**config.mk**
```make
export PLATFORM = sky130hd
export DESIGN_NAME = dlh_out_fifo
export DESIGN_NICKNAME = d
export VERILOG_FILES = /design/src/hdl/dlh_pkg.sv /design/src/hdl/dlh_out_fifo.sv
export SDC_FILE = /design/constraint.sdc
export NUM_CORES = 1
export LEC_CHECK = 0
export BUFFER_PORTS_ARGS = -buffer_cell sky130_fd_sc_hd__buf_2
export CORE_AREA = 2 2 134 110
export CTS_BUF_LIST = sky130_fd_sc_hd__clkbuf_8
export CTS_CLUSTER_DIAMETER = 200
export DETAILED_ROUTE_END_ITERATION = 8
export DIE_AREA = 0 0 136 112
export MAX_ROUTING_LAYER = met4
export PLACE_DENSITY = 0.78
export RECOVER_POWER = 100
export SLEW_MARGIN = 15
export SYNTH_ARGS = -nofsm -noshare
export SYNTH_HDL_FRONTEND = slang
export SYNTH_SLANG_ARGS = --single-unit
```
**constraint.sdc**
```tcl
create_clock -name aclk -period 8.7 [get_ports aclk]
set_input_delay 2.61 -clock aclk [delete_from_list [all_inputs] [get_ports aclk]]
set_output_delay 2.61 -clock aclk [all_outputs]
set_load 0.03 [all_outputs]
```
**src/hdl/dlh_pkg.sv**
```systemverilog
// Shared types, opcodes and constants of the delta run-length histogram.
`default_nettype none
package dlh_pkg;

    localparam int DEF_NUM_VALUES  = 256;
    localparam int DEF_COORD_WIDTH = 32;

    localparam logic [15:0] MIN_RUN_RESET = 16'd4;
    localparam logic [31:0] SAT32         = 32'hFFFF_FFFF;

    localparam int FIFO_DEPTH = 3;
    localparam int FIFO_PTR_W = 2;
    localparam int FIFO_CNT_W = 2;

    localparam logic [1:0] OP_POINT = 2'd0;
    localparam logic [1:0] OP_FLUSH = 2'd1;
    localparam logic [1:0] OP_READ  = 2'd2;
    localparam logic [1:0] OP_CLEAR = 2'd3;

    typedef struct packed {
        logic [1:0]  opcode;
        logic [31:0] row_index;
        logic [31:0] col_index;
        logic [7:0]  entry_index;
    } in_t;

    typedef struct packed {
        logic [31:0] run_count;
        logic [31:0] run_total;
        logic        value_overflow;
    } out_t;

    // Request from the run tracker to the histogram table.
    typedef struct packed {
        logic upd;       // add a closed run to the entry
        logic rd;        // read the entry
        logic clr;       // clear every entry
        logic in_range;  // read index lies inside the table
        logic ovf;       // sticky overflow flag as seen by this transaction
    } ctl_t;

endpackage
`default_nettype wire

```
**src/hdl/dlh_out_fifo.sv**
```systemverilog
// Small result queue that decouples the histogram pipeline from the result channel.
`default_nettype none
module dlh_out_fifo (
    input  wire logic                              aclk,
    input  wire logic                              aresetn,
    input  wire logic                              push,
    input  wire dlh_pkg::out_t                     push_data,
    output logic [dlh_pkg::FIFO_CNT_W-1:0]         fill,
    output logic                                   pop,
    output logic                                   m_valid,
    input  wire logic                              m_ready,
    output dlh_pkg::out_t                          m_data
);
    import dlh_pkg::*;

    out_t                  entries [FIFO_DEPTH];
    logic [FIFO_PTR_W-1:0] wr_ptr_reg, rd_ptr_reg;
    logic [FIFO_CNT_W-1:0] cnt_reg;

    assign m_valid = cnt_reg != '0;
    assign m_data  = entries[rd_ptr_reg];
    assign pop     = m_valid && m_ready;
    assign fill    = cnt_reg;

    always_ff @(posedge aclk) begin
        if (push) begin
            entries[wr_ptr_reg] <= push_data;
        end
    end

    always_ff @(posedge aclk) begin
        if (!aresetn) begin
            wr_ptr_reg <= '0;
            rd_ptr_reg <= '0;
            cnt_reg    <= '0;
        end else begin
            if (push) begin
                wr_ptr_reg <= (wr_ptr_reg == FIFO_PTR_W'(FIFO_DEPTH - 1)) ?
                              '0 : wr_ptr_reg + 1'b1;
            end
            if (pop) begin
                rd_ptr_reg <= (rd_ptr_reg == FIFO_PTR_W'(FIFO_DEPTH - 1)) ?
                              '0 : rd_ptr_reg + 1'b1;
            end
            if (push && !pop) begin
                cnt_reg <= cnt_reg + 1'b1;
            end else if (pop && !push) begin
                cnt_reg <= cnt_reg - 1'b1;
            end
        end
    end

endmodule
`default_nettype wire

```
# Word-level counts from Yosys, hierarchy flattened
# Memories as Yosys holds them, arrays and structs flattened. A register that Yosys moved wholly into a read port is not among the register bits.
# Index checks and enable logic that the tools add are counted.
[word_totals]
regBits = 6
mem_bits_rw = 195
input_bits = 69
out_inout_bits = 69
wordCells = 25
mem_count = 1
[memory_table]
columns = ["memory", "depth", "word_bits", "rd", "rd_ports_with_merged_regs", "write_ports", "line", "rtl"]
rows = [
  ["entries", 3, 65, 1, 1, 1, "dlh_out_fifo.sv:16", "out_t entries [FIFO_DEPTH];"],
]
[op_classes]
add_sub_neg = 4
n_eq_ne = 2
mux = 8
n_reduce_logical = 7
[ops]
columns = ["op", "n"]
rows = [
  ["$mux W2", 6],
  ["$add A2 B1 Y2 const B", 3],
  ["$eq A2 B2 Y1 const B", 2],
  ["$reduce_bool A2 Y1", 2],
  ["$logic_and A1 B1 Y1", 3],
  ["$logic_not A1 Y1", 2],
  ["$mux W1", 2],
  ["$sub A2 B1 Y2 const B", 1],
]

# Depth between registers and ports, before layout
[depth]
word_depth = 5
ltp_mapped = 5

# Least setup slack after synthesis
# No wires, ideal clock.
[synth_timing]
kind = "in2reg"
from = "in push"
to = "mem entries[0][0] (netlist bit) (enable)"
t_arrival_ns = 7.363
slack_ns = 0.753
cell_stages = 1
path_cell_list = "nor3b_1"
[synth_between]
elab_chain_len = 2
[synth_lines]
columns = ["item", "line", "rtl"]
rows = [
  ["from (decl)", "dlh_out_fifo.sv:6", "input wire logic push,"],
  ["$mux W1", "dlh_out_fifo.sv:26", "if (push) begin"],
  ["$mux W1 (implied by the code)", "dlh_out_fifo.sv:27", "entries[wr_ptr_reg] <= push_data;"],
  ["to (decl)", "dlh_out_fifo.sv:16", ""],
]
# No other way between the ends.

# Worst setup path after layout
[layout_timing]
from = "in push"
to = "mem entries[0][34] (netlist bit) (enable)"
# The elaborated chain is that of the path after synthesis.

==> impl_metrics.csv <==
group,metric,value,unit
power_and_ir_drop,seqPwrFrac,48.6,%
setup_path,regToRegEndpoint,"entries[0][34]",
finish,final-seq-area,6020,µm²
timing,finalCriticalPeriod,6.53,ns
timing,fin_worst_skew,0.0122,ns
global_route,grt_overflow,0,
timing,rsz0062_at_grt,"false",
place,place_congestion,0.751,
floorplan,fp.coreArea,14000,µm²
setup_path,rr_worst_depth,2,
setup_path,rrSetupSlack,4.18,ns
timing,tightest_slew,3.26,ns
clock_tree,cts_tree,"built",
clock_tree,numCtsBuffers,31,
floorplan,floorplan.initialDensity,53.8,%
clock_tree,ctsHoldBuffers,0,
route,route.detailed.drc,0,
clock_tree,cts_resized,0,
route,drt_iter0_markers,200,
yosys,yosysTopAreaCell,"edfxtp_1",
clock_tree,path_clk_slew,0.06,ns
clock_tree,root_buffer,"clkbuf_8",
power_and_ir_drop,power_per_cell_area,275,nW/µm²
setup_path,crit_path_start,"push",
finish,largest-register,"entries",
clock_tree,post-cts-setup-buffer-count,0,
power_and_ir_drop,intPower,0.00166,W
power_and_ir_drop,p_sw_share,30.9,%
yosys,syn_area,7510,µm²
yosys,synth_cells,444,
yosys,ys_top_cells_by_count,"195 x edfxtp_1, 69 x nand2_1, 65 x mux2i_1, 43 x o21ai_1, 23 x o21ai_0",
timing,slew-limit-headroom,-117,%
yosys,synth_top_area_share,78.0,%
floorplan,fp.dieW,136,µm
yosys,synth.most_common_cell,"edfxtp_1",
route,firstDrtPassIters,6,
route,wl_per_cell,16.1,µm
power_and_ir_drop,leakage,2.74,nW
power_and_ir_drop,clockPowerShare,29.4,%
clock_tree,clk_latency,0.53,ns
finish,multi_input_comb_area,1370,µm²
finish,syn_to_final_growth,16.5,%
power_and_ir_drop,switching_power,0.000743,W
setup_path,crit_fanout,54,
hold_path,hp-class,"flip-flop to flip-flop",
setup_path,cp.arrival,6.60,ns
global_route,grt_pass1_wl,20400,µm
global_route,antenna_found_initial,0,
timing,finalSetupViolations,0,
setup_path,startpoint_type,"primary input",
finish,diodes,0,
place,dp_hpwl,7580,µm
timing,fin_crit_sh,75.1,%
global_route,grt_pass1_vias,4273,
route,viasPerCell,5.18,
yosys,seq_area_frac_synth,80.1,%
finish,drive_gt1_share,7.44,%
setup_path,crit_required,8.76,ns
clock_tree,clock-sinks,203,
route,ant_nets,0,
status,status,"finished with violations",
clock_tree,clockBufferDepth,3,
timing,drv_slew,222,
yosys,synth_ff_type,"edfxtp_1",
hold_path,whs_path_depth,2,
global_route,grt_max_degree,113,
floorplan,io_pins,138,
yosys,yosysWarnings,0,
floorplan,die_area,15200,µm²
power_and_ir_drop,combinationalPowerShare,22.0,%
timing,fmax,153,MHz
yosys,async_flop_share,0,%
yosys,synth_area_leaders,"edfxtp_1 78%, mux2i_1 8.7%, nand2_1 3.4%",
clock_tree,h-tree-depth,1,
finish,fillers,1112,
status,violations,"capacitance limit, slew limit",
floorplan,rows,39,
yosys,synth_cell_types,24,
flow_run,max_cap_viol_count,6,
yosys,syn_area_per_cell,16.9,µm²
route,via_count,4151,
finish,largest_register_ffs,195,
power_and_ir_drop,ir_drop,0.164,mV
hold_path,min_from,"rd_ptr_reg[0]",
global_route,grt_usage,17.6,%
setup_path,path_class,"primary input to flip-flop",
setup_path,critPathCaptureType,"flip-flop",
place,numPortBuffers,137,
finish,fin_nets,668,
yosys,ys_ff_latch,203,
power_and_ir_drop,power,0.00241,W
yosys,mappedNetlistNets,514,
floorplan,dieHeight,112,µm
timing,hold_viol,0,
setup_path,timing.rr.start,"wr_ptr_reg[1]",
yosys,synth_edf_count,195,
timing,fin_tns_setup,0,ns
finish,final_util,62.7,%
route,totalWireLength,12900,µm
==> through the flow <==
step	hold WS (ns)	std cells	worst slack (ns)	area (µm²)
5_1_grt	0.542	802	1.70	8750
3_5_place_dp	0.476	749	3.04	8380
4_1_cts	0.483	802	3.03	8950
2_1_floorplan	0.451	444	0.753	7510
3_3_place_gp	0.460	749	3.05	8380
6_report	0.516	802	2.17	8750
==> layout make-up <==
class | count | area share, %
flip-flops and latches | 203 | 68.8
clock buffers | 34 | 5.35
multi-input cells | 219 | 15.7
clock inverters | 19 | 1.22
well taps | 184 | 2.63
repair buffers | 142 | 6.25
inverters | 1 | 0.0429
==> metal layers <==
layer | vias to the layer above | global-route usage [%] | routed length [µm]
met4 | 0 | 6.11 | 273
met5 | - | - | 0
li1 | 1983 | - | -
met2 | 132 | 28.8 | 6460
met3 | 28 | 3.51 | 725
met1 | 2008 | 22.1 | 5460
==> worst max-delay path, stage by stage <==
cell and delay [ns]:
clkbuf_1 0.23, nor3b_1 1.37, clkbuf_1 2.35
==> logic make-up (layout without fill, tap and decap cells) <==
family	after synthesis	in the layout	synth area share [%]
compound gates	72	72	5.01
fa+ha+maj	1	1	0.167
simple gates	79	79	4.26
buf+inv	22	196	1.57
flops	203	203	80.1
xor+xnor	2	2	0.233
mux	65	65	8.66
==> how the worst max path moves through the flow <==
stage	end	cells past startpoint	slack [ns]
2_1_floorplan	entries[0][0]	1	0.75
3_3_place_gp	pop	4	3.05
3_5_place_dp	pop	4	3.04
4_1_cts	pop	4	3.03
5_1_grt	entries[0][34]	3	1.70
6_report	entries[0][34]	3	2.17
==> cells in the final DEF (no fill, tap or decap) <==
master        n
clkinvlp_4    1
bufinv_16     1
dfxtp_1       7
or3_1         2
edfxtp_1    195
o21ai_0      25
dfxtp_4       1
clkbuf_8     34
or2_2         1
and2_0        1
xnor2_1       1
inv_1        12
nor3b_1       1
buf_2         5
ha_1          1
buf_4         2
nand2_1      69
mux2i_1      65
or3b_1        1
nor2_1        2
clkbuf_1    135
o21ai_1      42
o21a_1        2
nor2b_1       2
xor2_1        1
a21boi_0      3
clkinv_1      5
clkinv_4      1
==> power by group through the flow <==
stage                     sequential (W)  clock (W)  combinational [W]
after floorplan                  0.00117          0           0.000422
after global placement           0.00119          0           0.000550
after detailed placement         0.00119          0           0.000560
after CTS                        0.00117   0.000731           0.000562
after global routing             0.00118   0.000767           0.000569
final                            0.00117   0.000709           0.000529
Power figures use the tool's default switching activity.
