`src/hdl/dlh_pkg.sv`:
```
// Shared types, opcodes and constants of the delta run-length histogram.
`default_nettype none
package dlh_pkg;

    localparam int DEF_NUM_VALUES  = 256;
    localparam int DEF_COORD_WIDTH = 32;

    localparam logic [15:0] MIN_RUN_RESET = 16'd4;
    localparam logic [31:0] SAT32         = 32'hFFFF_FFFF;

    localparam int FIFO_DEPTH = 3;
    localparam int FIFO_PTR_W = 2;
    localparam int FIFO_CNT_W = 2;

    localparam logic [1:0] OP_POINT = 2'd0;
    localparam logic [1:0] OP_FLUSH = 2'd1;
    localparam logic [1:0] OP_READ  = 2'd2;
    localparam logic [1:0] OP_CLEAR = 2'd3;

    typedef struct packed {
        logic [1:0]  opcode;
        logic [31:0] row_index;
        logic [31:0] col_index;
        logic [7:0]  entry_index;
    } in_t;

    typedef struct packed {
        logic [31:0] run_count;
        logic [31:0] run_total;
        logic        value_overflow;
    } out_t;

    // Request from the run tracker to the histogram table.
    typedef struct packed {
        logic upd;       // add a closed run to the entry
        logic rd;        // read the entry
        logic clr;       // clear every entry
        logic in_range;  // read index lies inside the table
        logic ovf;       // sticky overflow flag as seen by this transaction
    } ctl_t;

endpackage
`default_nettype wire

```
`src/hdl/dlh_stream.sv`:
```
// Run tracker: delta encoding, run detection, overflow flag and the length register.
`default_nettype none
module dlh_stream #(
    parameter int NUM_VALUES  = dlh_pkg::DEF_NUM_VALUES,
    parameter int COORD_WIDTH = dlh_pkg::DEF_COORD_WIDTH
) (
    input  wire logic                           aclk,
    input  wire logic                           aresetn,
    input  wire logic                           cfg_wr_en,
    input  wire logic [15:0]                    cfg_wr_data,
    input  wire logic                           accept,
    input  wire dlh_pkg::in_t                   item,
    output dlh_pkg::ctl_t                       req_ctl,
    output logic [$clog2(NUM_VALUES)-1:0]       req_addr,
    output logic [31:0]                         req_len
);
    import dlh_pkg::*;

    localparam int AW = $clog2(NUM_VALUES);
    localparam int CW = COORD_WIDTH;
    localparam logic [64:0] NV_EXT  = 65'(NUM_VALUES);
    localparam logic [15:0] NV_ENT  = 16'(NUM_VALUES);

    logic [15:0]   min_len_reg;
    logic [CW-1:0] last_row_reg, last_row_next;
    logic [CW-1:0] last_col_reg, last_col_next;
    logic          row_open_reg, row_open_next;
    logic [CW-1:0] run_value_reg, run_value_next;
    logic [31:0]   run_len_reg, run_len_next;
    logic          ovf_reg, ovf_next;

    logic [CW-1:0] row_c, col_c, delta;
    logic [64:0]   val_ext;
    logic [15:0]   ent_ext;
    logic          open_eff, close, record, in_tab, is_read, is_clear;

    assign row_c   = CW'(item.row_index);
    assign col_c   = CW'(item.col_index);
    assign delta   = col_c - last_col_reg;
    assign val_ext = 65'(run_value_reg);
    assign ent_ext = 16'(item.entry_index);
    assign in_tab  = val_ext < NV_EXT;

    always_comb begin
        last_row_next  = last_row_reg;
        last_col_next  = last_col_reg;
        row_open_next  = row_open_reg;
        run_value_next = run_value_reg;
        run_len_next   = run_len_reg;
        ovf_next       = ovf_reg;
        open_eff       = 1'b0;
        close          = 1'b0;
        is_read        = 1'b0;
        is_clear       = 1'b0;
        if (accept) begin
            case (item.opcode)
                OP_POINT: begin
                    // A row change closes the open run; the point then opens a new row.
                    if (row_open_reg && row_c != last_row_reg) begin
                        close = 1'b1;
                    end
                    open_eff      = row_open_reg && (row_c == last_row_reg);
                    last_row_next = row_c;
                    last_col_next = col_c;
                    row_open_next = 1'b1;
                    if (!open_eff) begin
                        run_value_next = col_c;
                        run_len_next   = 32'd1;
                    end else if (delta == run_value_reg) begin
                        if (run_len_reg != SAT32) begin
                            run_len_next = run_len_reg + 32'd1;
                        end
                    end else begin
                        close          = 1'b1;
                        run_value_next = delta;
                        run_len_next   = 32'd1;
                    end
                end
                OP_FLUSH: begin
                    close         = row_open_reg;
                    row_open_next = 1'b0;
                end
                OP_READ: begin
                    is_read = 1'b1;
                end
                OP_CLEAR: begin
                    is_clear       = 1'b1;
                    last_row_next  = CW'(1);
                    last_col_next  = '0;
                    row_open_next  = 1'b0;
                    run_value_next = '0;
                    run_len_next   = '0;
                end
                default: begin
                    is_read = 1'b0;
                end
            endcase
        end
        record = close && (run_len_reg >= 32'(min_len_reg));
        if (record && !in_tab) begin
            ovf_next = 1'b1;
        end
        if (is_clear) begin
            ovf_next = 1'b0;
        end
    end

    assign req_ctl.upd      = record && in_tab;
    assign req_ctl.rd       = is_read;
    assign req_ctl.clr      = is_clear;
    assign req_ctl.in_range = ent_ext < NV_ENT;
    assign req_ctl.ovf      = ovf_reg;
    assign req_addr = is_read ? ent_ext[AW-1:0] : val_ext[AW-1:0];
    assign req_len  = run_len_reg;

    always_ff @(posedge aclk) begin
        if (!aresetn) begin
            min_len_reg   <= MIN_RUN_RESET;
            last_row_reg  <= CW'(1);
            last_col_reg  <= '0;
            row_open_reg  <= 1'b0;
            run_value_reg <= '0;
            run_len_reg   <= '0;
            ovf_reg       <= 1'b0;
        end else begin
            if (cfg_wr_en) begin
                min_len_reg <= cfg_wr_data;
            end
            last_row_reg  <= last_row_next;
            last_col_reg  <= last_col_next;
            row_open_reg  <= row_open_next;
            run_value_reg <= run_value_next;
            run_len_reg   <= run_len_next;
            ovf_reg       <= ovf_next;
        end
    end

endmodule
`default_nettype wire

```
`config.mk`:
```
export PLATFORM = sky130hd
export DESIGN_NAME = dlh_stream
export DESIGN_NICKNAME = d
export VERILOG_FILES = /design/src/hdl/dlh_pkg.sv /design/src/hdl/dlh_stream.sv
export SDC_FILE = /design/constraint.sdc
export NUM_CORES = 1
export LEC_CHECK = 0
export ABC_AREA = 1
export ABC_CLOCK_PERIOD_IN_PS = 8400
export CORE_MARGIN = 5
export CORE_UTILIZATION = 40
export DETAILED_ROUTE_END_ITERATION = 6
export DONT_BUFFER_PORTS = 1
export SYNTH_ARGS = -nofsm -noshare
export SYNTH_HDL_FRONTEND = slang
export SYNTH_SLANG_ARGS = --single-unit
export TNS_END_PERCENT = 20
```
`constraint.sdc`:
```
create_clock -name aclk -period 8.4 [get_ports aclk]
set_input_delay 1.26 -clock aclk [delete_from_list [all_inputs] [get_ports aclk]]
set_output_delay 1.26 -clock aclk [all_outputs]
set_load 0.03 [all_outputs]
```
Word-level counts from Yosys, hierarchy flattened. Index checks and enable logic that the tools add are counted.

Output and inout bits: 45. Register bits: 146.

Muxes and demuxes: 20. Equality and inequality tests: 9. $add $sub $neg: 2. Magnitude comparators: 3. Reductions and logical operators: 15. Bitwise operators: 1.

Operators by type and width (count): $pmux 32 s2 (4); $mux 32 (5); $eq 32x32->1 (2); $add 32x1->32 const B (1); $ge 32x16->1 (1); $lt 32x9->1 const B (1); $ne 32x32->1 (1); $ne 32x32->1 const B (1); $sub 32x32->32 (1); $lt 8x9->1 const B (1); $mux 1 (8); $mux 8 (1); $reduce_and 3->1 (2); $logic_and 1x1->1 (5); $eq 2x2->1 const B (2); $ne 4x4->1 const B (1); $pmux 1 s2 (2); $reduce_and 2->1 (2); $reduce_bool 2->1 (2); $reduce_or 2->1 (2); $ne 3x3->1 const B (1); $eq 2x1->1 const B (1); $logic_not 2->1 (1); $logic_not 1->1 (1); $not 1->1 (1).

Longest topological paths before layout.
Word-level depth: 9. Depth in mapped cells: 27.

Least setup slack after synthesis. OpenSTA, ideal clock, no wires.

Kind: input port to output port. From: input item[8] (netlist name). To: output req_ctl[4] (netlist name). Slack: 3650 ps. Data required time: 7140 ps. Data arrival time: 3490 ps. Stages: 22. Cells stage by stage: inv_1 > ha_1 > fa_1 > inv_1 > nand2_1 > nand2_1 > nand2_1 > inv_1 > nand2_1 > nand3_2 > nand2_1 > nand3_1 > nand3_1 > nand2_1 > nor2_1 > nand2_1 > nor2_1 > nand3_1 > nand2_1 > nand2_1 > nand2_1 > nor2_1.

RTL lines: from (decl) (RTL line dlh_stream.sv:12) `input wire dlh_pkg::in_t item,`; to (decl) (RTL line dlh_stream.sv:13) `output dlh_pkg::ctl_t req_ctl,`.

==> out/results.env <==
GLOBAL_ROUTE_WIRE_LENGTH_BEFORE_REPAIR_UM=57700
SLEW_VIOLATIONS=0
GRTUSAGETOTAL=0.213
MAPPEDNETLISTAREA_UM2=11500
CRITICAL-PATH-MAX-STAGE-DELAY_NS=0.52
DETAIL_ROUTE.DRC_VIOLATIONS=0
GRT_ANTENNA_BEFORE_REPAIR=0
CTSROOTBUFFERMASTER='clkbuf_16'
PRE_CTS_SLACK_NS=3.12
TIMING.CRITICAL_PATH.CELLS='inv_1 -> ha_1 -> fa_1 -> inv_1 -> nand2_1 -> nand2_1 -> nand3_1 -> nand2_1 -> nand2_1 -> nand3_1 -> nand2_1 -> nand2_1 -> nand2_1 -> nand4_1 -> nor2_1 -> nand2_1 -> nor2_1 -> nand3_1 -> nand2_1 -> nand2_1 -> nand2_1 -> nor2_1'
ANTENNA_CELLS_INSERTED=0
TOTAL_POWER_W=0.00222
DRT_PASS1_ITERATIONS=5
CTS_HOLD_REPAIR_BUFFERS=0
FLOORPLAN.ROWS=62
UTILIZATION=0.430
LARGEST_NET_DEGREE_AT_THE_START_OF_GLOBAL_ROUTING=99
CTS_MADE_BUFFERS=17
CLOCK_POWER_SHARE=0.357
HOLD_VIOL_FINAL=0
MOSTFREQUENTLAYOUTCELLS='505 x nand2_1, 302 x inv_1, 192 x nor2_1, 159 x nand3_1, 146 x dfxtp_1'
IO_BUFFERS=0
PIN_COUNT=139
SWSHARE=0.379
POST_CTS_RESIZED=0
TOTALNEGATIVESETUPSLACK_NS=0
DRT_ITER0_MARKERS=880
CTSLONGESTPATHBUFFERS=2
FINAL_LAYOUT_SIZE_SUFFIX_GT1_FRAC=0.0420
ARR_TIME_CRIT_PATH_NS=4.02
SYNTHCELLS=1920
HTREE_LEVELS=4
SEQ_POWER_SHARE=0.362
PATH_DELAY_FAMILY='simple AND/OR/NAND/NOR gates'
SYNTHTOPCELLSBYAREA='dfxtp_1 25%, nand2_1 16%, inv_1 9.9%'
SYNTH_FP_NETS=2069
FIRST_GLOBAL_VIAS=11000
POWER.SWITCHING_W=0.000843
MAX_CAP_VIOLATIONS=0
P_COMB_FRAC=0.282
FINAL-SETUP-VIOL-COUNT=0
MIN_PATH_TYPE='flip-flop to flip-flop'
POWER_DENSITY_nW_PER_UM2=181
CRIT_PATH_START_KIND='primary input'
FLOORPLAN.DIE.HEIGHT_UM=180
DETAIL_ROUTE.WIRELENGTH_UM=35300
NETLIST-CELL-TYPE-COUNT=42
FLOORPLAN_DIE_WIDTH_UM=180
TIMING_WORST_SETUP_PATH_TYPE='primary input to primary output'
FINALCRITICALPERIOD_NS=5.28
WIRE_PER_INST_UM=15.6
YOSYSTOPAREACELL='dfxtp_1'
RELATIVE_SLEW_SLACK=0.323
TOTAL_NETS_FINAL=2017
SYNTH_AREA_PER_INST_UM2=6.00
TIMING.CLOCK.SKEW_NS=0.0165
FLOW.AREA_GROWTH_FROM_SYNTHESIS_PCT=6.45
WORST-SLEW-PIN-TRANSITION_NS=1.02
VIA_PER_INST=5.18
FINAL_COMMON_CELL='nand2_1'
LEAKAGEPOWER_nW=5.87
SETUP_SLACK_NS=3.12
MULTI_INPUT_COMB_AREA_UM2=7060
DIE_AREA_UM2=32300
SYNTH_TOP_AREA_FRAC=0.254
INITIAL_UTILIZATION=0.404
POSTCTSSETUPREPAIRBUFS=0
CRITICAL_PATH_BUF_INV_COUNT=2
ANTENNA_VIOLATING_NETS_POST_ROUTE=0
LAYOUT_WORST_PATH_CYCLE_SHARE=0.629
CRIT_PATH_END_KIND='primary output'
CP_COMMON_CELL='nand2_1'
CTS.CLK_SLEW.WORST_PATHS_NS=0.08
CORE_AREA_UM2=28500
CP.REQUIRED_NS=7.14
CRIT_FANOUT=3
RUN_STATUS='complete, no violations'
CTS_TREE='yes'
INTERNAL_POWER_W=0.00138
GR-TOTAL-OVERFLOW=0
IRDROPWORSTVDD_mV=0.114
RSZ_0062_RAISED_AFTER_GLOBAL_ROUTING='false'
N_FILL_CELL=3138
NUMBER_OF_VIAS_AFTER_DETAILED_ROUTING=11700
LAYOUT.AREA.SEQ_UM2=2920
SYNTH-SEQ-AREA-SHARE=0.254
POST-DP-HPWL_UM=25900
TRITONCTS_NUM_SINKS=146
POSTSYNTHREGISTERBITS=146
MAX_CLOCK_FREQ_GHz=0.189
CLOCK_INSERTION_DELAY_WORST_SKEW_NS=0.44
SYNTHESIS.YOSYS.WARNINGS=0
ROUTABILITY_CONGESTION_ESTIMATE_FROM_GLOBAL_PLACEMENT=0.922
SLOWEST_STAGE='nor2_1'
## area by class of cell
type / count / area share
Clock buffer: 18 / 0.0358
Clock inverter: 14 / 0.0118
Inverter: 308 / 0.0944
Multi-Input combinational cell: 1386 / 0.575
Sequential cell: 146 / 0.238
Tap cell: 384 / 0.0392
Timing Repair Buffer: 9 / 0.00551
## worst register-to-register path, stage by stage (launching register included)
cell,delay [ns]
dfxtp_1,0.33
ha_1,0.20
fa_1,0.39
inv_1,0.13
nand2_1,0.10
nand2_1,0.09
nand3_1,0.10
nand2_1,0.16
nand2_1,0.09
nand2_1,0.09
nand2_1,0.05
nand2_1,0.07
nand2_1,0.07
nor3_1,0.28
nand3_1,0.13
nor2_1,0.11
nand2_1,0.07
nor2_2,0.10
buf_4,0.25
nand3_2,0.12
nand2_4,0.40
inv_2,0.44
nand2_1,0.19
a21oi_1,0.08
## final timing paths
kind | start | slack, ns | to | cells after the start
setup / recovery | item[8] | 3.12 | req_ctl[4] | 22
hold / removal | min_len_reg[10] | 0.46 | min_len_reg[10] | 2
setup reg to reg | last_col_reg[0] | 4.22 | run_value_reg[10] | 23
hold reg to reg | min_len_reg[10] | 0.46 | min_len_reg[10] | 2
## metrics by stage
stage	cell area (um2)	hold WS, ns	instances
floorplan	11500	0.426	1920
global placement	11700	0.450	2233
detailed placement	11700	0.452	2233
CTS	12300	0.464	2265
global route	12300	0.488	2265
finish	12300	0.462	2265
## cell usage after synthesis, drive strengths merged
cell     instances
nand3          165
o2111ai          1
inv            306
conb             1
or2             10
nor4            10
a21oi          140
o211ai           2
a211oi          36
nand4           46
dfxtp          146
a2111oi          1
xor3             2
xnor3            3
o22ai            1
a31oi           21
nor3            34
and2             2
xnor2           27
nand3b           4
fa               1
nand2          516
o21a             1
a21boi           1
xor2            19
ha              54
o21ai           88
a21o             3
clkbuf          50
nor2           197
clkinv           2
buf             30
## metal layers
layer	GRT usage	vias to the layer above	wire length (um)
li1	-	6076	-
met1	0.280	5275	16200
met2	0.352	335	16000
met3	0.0475	44	2490
met4	0.0610	0	654
met5	0	-	0
## kinds of logic (layout without fill, tap and decap cells)
kind of cell,Yosys count,in the layout,share of synthesized area
fa+ha+maj,55,55,0.0603
compound gates,295,295,0.141
flops,146,146,0.254
xor+xnor,51,51,0.0449
simple gates,984,984,0.365
other cells,1,1,0.000325
buf+inv,388,349,0.135
## power groups by stage
| stage | Sequential [W] | Clock (W) | Combinational [W] |
|---|---|---|---|
| global route | 0.000809 | 0.000838 | 0.000717 |
| detailed placement | 0.000820 | 0 | 0.000621 |
| floorplan | 0.000806 | 0 | 0.000493 |
| global placement | 0.000819 | 0 | 0.000613 |
| CTS | 0.000804 | 0.000810 | 0.000625 |
| finish | 0.000804 | 0.000793 | 0.000626 |
(Power assumes the default switching activity.)
